==> config.mk <==
export PLATFORM = sky130hd
export DESIGN_NAME = scb_clip
export DESIGN_NICKNAME = d
export VERILOG_FILES = /design/src/hw/rtl/scb_pkg.sv /design/src/hw/rtl/scb_clip.sv
export SDC_FILE = /design/constraint.sdc
export NUM_CORES = 1
export LEC_CHECK = 0
export CORE_MARGIN = 3
export CORE_UTILIZATION = 46
export DETAILED_ROUTE_END_ITERATION = 12
export DONT_BUFFER_PORTS = 1
export GPL_TIMING_DRIVEN = 0
export PLACE_DENSITY = 0.71
export SLEW_MARGIN = 10
export SYNTH_ARGS = -nofsm -noshare
export SYNTH_HDL_FRONTEND = slang
export SYNTH_SLANG_ARGS = --single-unit
==> constraint.sdc <==
create_clock -name vclk -period 7.9
set_clock_uncertainty 0.15 [all_clocks]
set_input_delay 0.395 -clock vclk [all_inputs]
set_output_delay 0.395 -clock vclk [all_outputs]
set_load 0.01 [all_outputs]
==> src/hw/rtl/scb_pkg.sv <==
// ----------------------------------------------------------------------------
// scb_pkg: shared definitions for the sprite cell blitter
// Command codes, register indexes, reset values and the per-item control word.
// ----------------------------------------------------------------------------
package scb_pkg;

	// Command codes carried by an input item.
	typedef enum logic [1:0] {
		CMD_CLEAR = 2'd0,
		CMD_BLIT  = 2'd1,
		CMD_READ  = 2'd2
	} cmd_t;

	// Configuration register indexes.
	localparam int CFG_IDX_W = 8;
	typedef enum logic [CFG_IDX_W-1:0] {
		REG_FRAME_W = 8'd0,
		REG_FRAME_H = 8'd1
	} cfg_reg_t;

	// Field widths fixed by the item format.
	localparam int DIM_W  = 7;
	localparam int CELL_W = 2;

	localparam logic [CELL_W-1:0] CELL_EMPTY = 2'd0;

	localparam logic [DIM_W-1:0] RESET_FRAME_W = 7'd40;
	localparam logic [DIM_W-1:0] RESET_FRAME_H = 7'd30;

	// Default store geometry.
	localparam int MAX_FRAME_W_DEF = 64;
	localparam int MAX_FRAME_H_DEF = 64;

	// Decoded control word of one item, passed from the clipper down the pipe.
	typedef struct packed {
		logic is_clear;
		logic is_read;
		logic vis;
		logic wr_en;
	} op_t;

endpackage

==> src/hw/rtl/scb_clip.sv <==
// ----------------------------------------------------------------------------
// scb_clip: target cell and clipping
// Decodes a command item, forms the target column and row, checks them
// against the visible frame and builds the store address.
// ----------------------------------------------------------------------------
module scb_clip
	import scb_pkg::*;
#(
	parameter int MAX_FRAME_W = MAX_FRAME_W_DEF,
	parameter int MAX_FRAME_H = MAX_FRAME_H_DEF,
	parameter int AW          = $clog2(MAX_FRAME_W * MAX_FRAME_H)
) (
	input  logic [1:0]        command,
	input  logic signed [7:0] sprite_x,
	input  logic signed [7:0] sprite_y,
	input  logic [5:0]        cell_x,
	input  logic [5:0]        cell_y,
	input  logic [1:0]        cell_value,
	input  logic              is_opaque,
	input  logic [DIM_W-1:0]  frame_width,
	input  logic [DIM_W-1:0]  frame_height,
	output op_t               op,
	output logic [AW-1:0]     addr
);

	logic       is_blit;
	logic       is_read;
	logic       is_clear;
	logic [8:0] col;
	logic [8:0] row;
	logic       col_ok;
	logic       row_ok;

	// Command decode.
	always_comb begin
		is_blit  = 1'b0;
		is_read  = 1'b0;
		is_clear = 1'b0;
		case (command)
			CMD_CLEAR: is_clear = 1'b1;
			CMD_BLIT:  is_blit  = 1'b1;
			CMD_READ:  is_read  = 1'b1;
			default:   ;
		endcase
	end

	// Target cell: a read addresses the position itself, a blit adds the offset.
	assign col = is_read ? {sprite_x[7], sprite_x}
	                     : ({sprite_x[7], sprite_x} + {3'b000, cell_x});
	assign row = is_read ? {sprite_y[7], sprite_y}
	                     : ({sprite_y[7], sprite_y} + {3'b000, cell_y});

	// Visibility against the configured frame, capped at the store size.
	assign col_ok = !col[8] && ({1'b0, col[7:0]} < {2'b00, frame_width})
	                        && ({1'b0, col[7:0]} < 9'(MAX_FRAME_W));
	assign row_ok = !row[8] && ({1'b0, row[7:0]} < {2'b00, frame_height})
	                        && ({1'b0, row[7:0]} < 9'(MAX_FRAME_H));

	// Control word; an empty cell of a transparent sprite is keyed out.
	always_comb begin
		op.is_clear = is_clear;
		op.is_read  = is_read;
		op.vis      = col_ok && row_ok;
		op.wr_en    = is_blit && col_ok && row_ok && (is_opaque || cell_value != CELL_EMPTY);
	end

	// Row-major address; only used when the cell is visible, so it fits.
	assign addr = AW'(row[7:0]) * AW'(MAX_FRAME_W) + AW'(col[7:0]);

endmodule

==> impl_metrics.yaml <==
cells_and_area:
  fin_nets: 243
  clock_buffers: 0
  seq_area_um2: 0
  drive_gt1_share_pct: 4.24
  flops_and_latches: 0
  fin_util_pct: 52.3
  areaGrowthSynthToFinish_pct: 2.97
  layout.cells.non_filler: 193
  fin_area_um2: 1210
  antennaDiodeCount: 0
route:
  drt-vias-per-instance: 6.02
  vias: 1162
  wl_met1_um: 1160
  met3_length_um: 278
  wirelength_um: 2910
  top_layer: "met4"
  ant_nets: 0
  drc: 0
  drtIter0Drc: 31
  wl_per_cell_um: 15.1
  firstDrtPassIters: 4
  wl_met2_um: 1450
die:
  die_h_um: 56.6
  die-area_um2: 3210
  fp-row-count: 17
  die_x_um: 56.6
  ios: 63
  start_util_pct: 50.8
  coreArea_um2: 2320
hold_path:
  hold-path-endpoint: "op[3]"
  hold_start: "command[0]"
  hold_path_class: "in -> out"
  hold_depth: 2
worst_setup_path:
  worstPathCellList: "ha_1, and3_2, a221o_1, o21ai_0, a21oi_1, nor2_1, ha_1, o2111a_1, o21ai_0, o211ai_1, a32oi_1, nand4b_1, nor4_2"
  cp_data_required_time_ps: 7360
  path_max_fanout: 5
  start_kind: "input pin"
  cp-end-kind: "output pin"
  cp_slowest_stage_delay_ps: 370
  critPathBufInv: 0
  crit_slowest_cell: "nor4_2"
  path_delay_family: "compound AO/OA/AOI/OAI gates"
  worst-setup-path-type: "in -> out"
  arrival_ps: 3230
grt:
  first_global_vias: 1212
  antenna_found_initial: 0
  overflow: 0
  grt_usage_pct: 18.1
  grt_pass1_wl_um: 4950
  grt_max_degree: 11
clocking:
  cts_hold_buf: 0
  cts_setup_buffers: 0
  cts_resized: 0
timing:
  rsz0062_at_grt: "false"
  final.min_clock_period_ps: 3780
  worst_pin_slew_ps: 584
  holdWs_ps: 787
  period_share_pct: 47.8
  final_max_slew_viol_count: 0
  fin_tns_setup_ps: 0
  finalHoldViolCount: 0
  max_freq_ghz: 0.265
  slew-limit-headroom_pct: 60.7
  setup_violations: 0
  worst_slack_ps: 4120
synth:
  yosysSeqAreaShare_pct: 0
  synth_area_um2: 1180
  synth_fp_nets: 241
  syn_avg_cell_area_um2: 7.14
  yosysUniqueCellTypes: 41
  netlist_instances: 165
  synth_warnings: 0
placed_design:
  port_buffers: 0
  dp.cells: 193
  routabilityCongestion: 0.799
  placedInstanceArea_um2: 1210
  pre_cts_ws_ps: 4120
  detailed_place_hpwl_um: 2660
flow_run:
  max_cap_violations: 0
outcome:
  status: "finished clean"
pwr:
  p_per_area_nw_per_um2: 85.5
  p_leak_nw: 0.632
  vdd_drop_max_uv: 43.4
  p_total_mw: 0.104
-- how the worst max path moves through the flow --
stage / slack, ps / startpoint / to / cells after the start
finish: 4120 / sprite_x[3] / op[0] / 13
global route: 3870 / sprite_x[3] / op[0] / 13
CTS: 4120 / sprite_x[3] / op[0] / 13
detailed placement: 4120 / sprite_x[3] / op[0] / 13
global placement: 4160 / sprite_x[3] / op[0] / 13
floorplan: 4400 / sprite_x[3] / op[0] / 13
-- cell usage after synthesis, types with 3 or more instances --
cell,count,area [µm²]
xnor2_1,3,26.3
nand2b_1,3,18.8
nand2_1,7,26.3
o21ai_0,18,90.1
a211oi_1,5,37.5
fa_1,3,60.1
xor2_1,6,52.6
a21oi_1,10,50.1
nor2_1,13,48.8
a21o_1,6,45.0
o21a_1,3,22.5
inv_1,28,105
ha_1,26,325
-- report_power, final --
group	switching [mW]	internal (mW)	leakage, nW
Clock	0	0	0
Sequential	0	0	0
Combinational	0.0608	0.0430	0.632
Total	0.0608	0.0430	0.632
-- routing by layer --
layer | global-route usage [%] | up-vias
met1 | 21.4 | 532
met4 | 1.02 | 0
met3 | 3.91 | 2
li1 | - | 587
met5 | 0 | -
met2 | 34.5 | 41
-- cell families (layout without fill, tap and decap cells) --
kind of cell / count (synthesis) / count (layout) / share of synthesized area (%)
AOI/OAI and AO/OA: 55 / 55 / 30.5
and+or+nand+nor: 37 / 37 / 17.1
buffers and inverters: 33 / 33 / 11.3
adders and majority gates: 29 / 29 / 32.7
xor gates and xnor gates: 9 / 9 / 6.69
muxes: 2 / 2 / 1.80
-- final cells by class --
cell class / count / area [µm²]
fillers: 238 / 1100
multi-input cells: 132 / 1050
inverters: 28 / 105
well taps: 28 / 35.0
plain buffers: 5 / 27.5
-- cells in the final DEF, fill, tap and decap left out, types with 5 or more instances in the layout --
master / instances
o21ai_0: 18
a211oi_1: 5
a21o_1: 6
nand2_1: 7
nor2_1: 13
inv_1: 28
a21oi_1: 10
xor2_1: 6
ha_1: 26
Power figures use the tool's default switching activity.
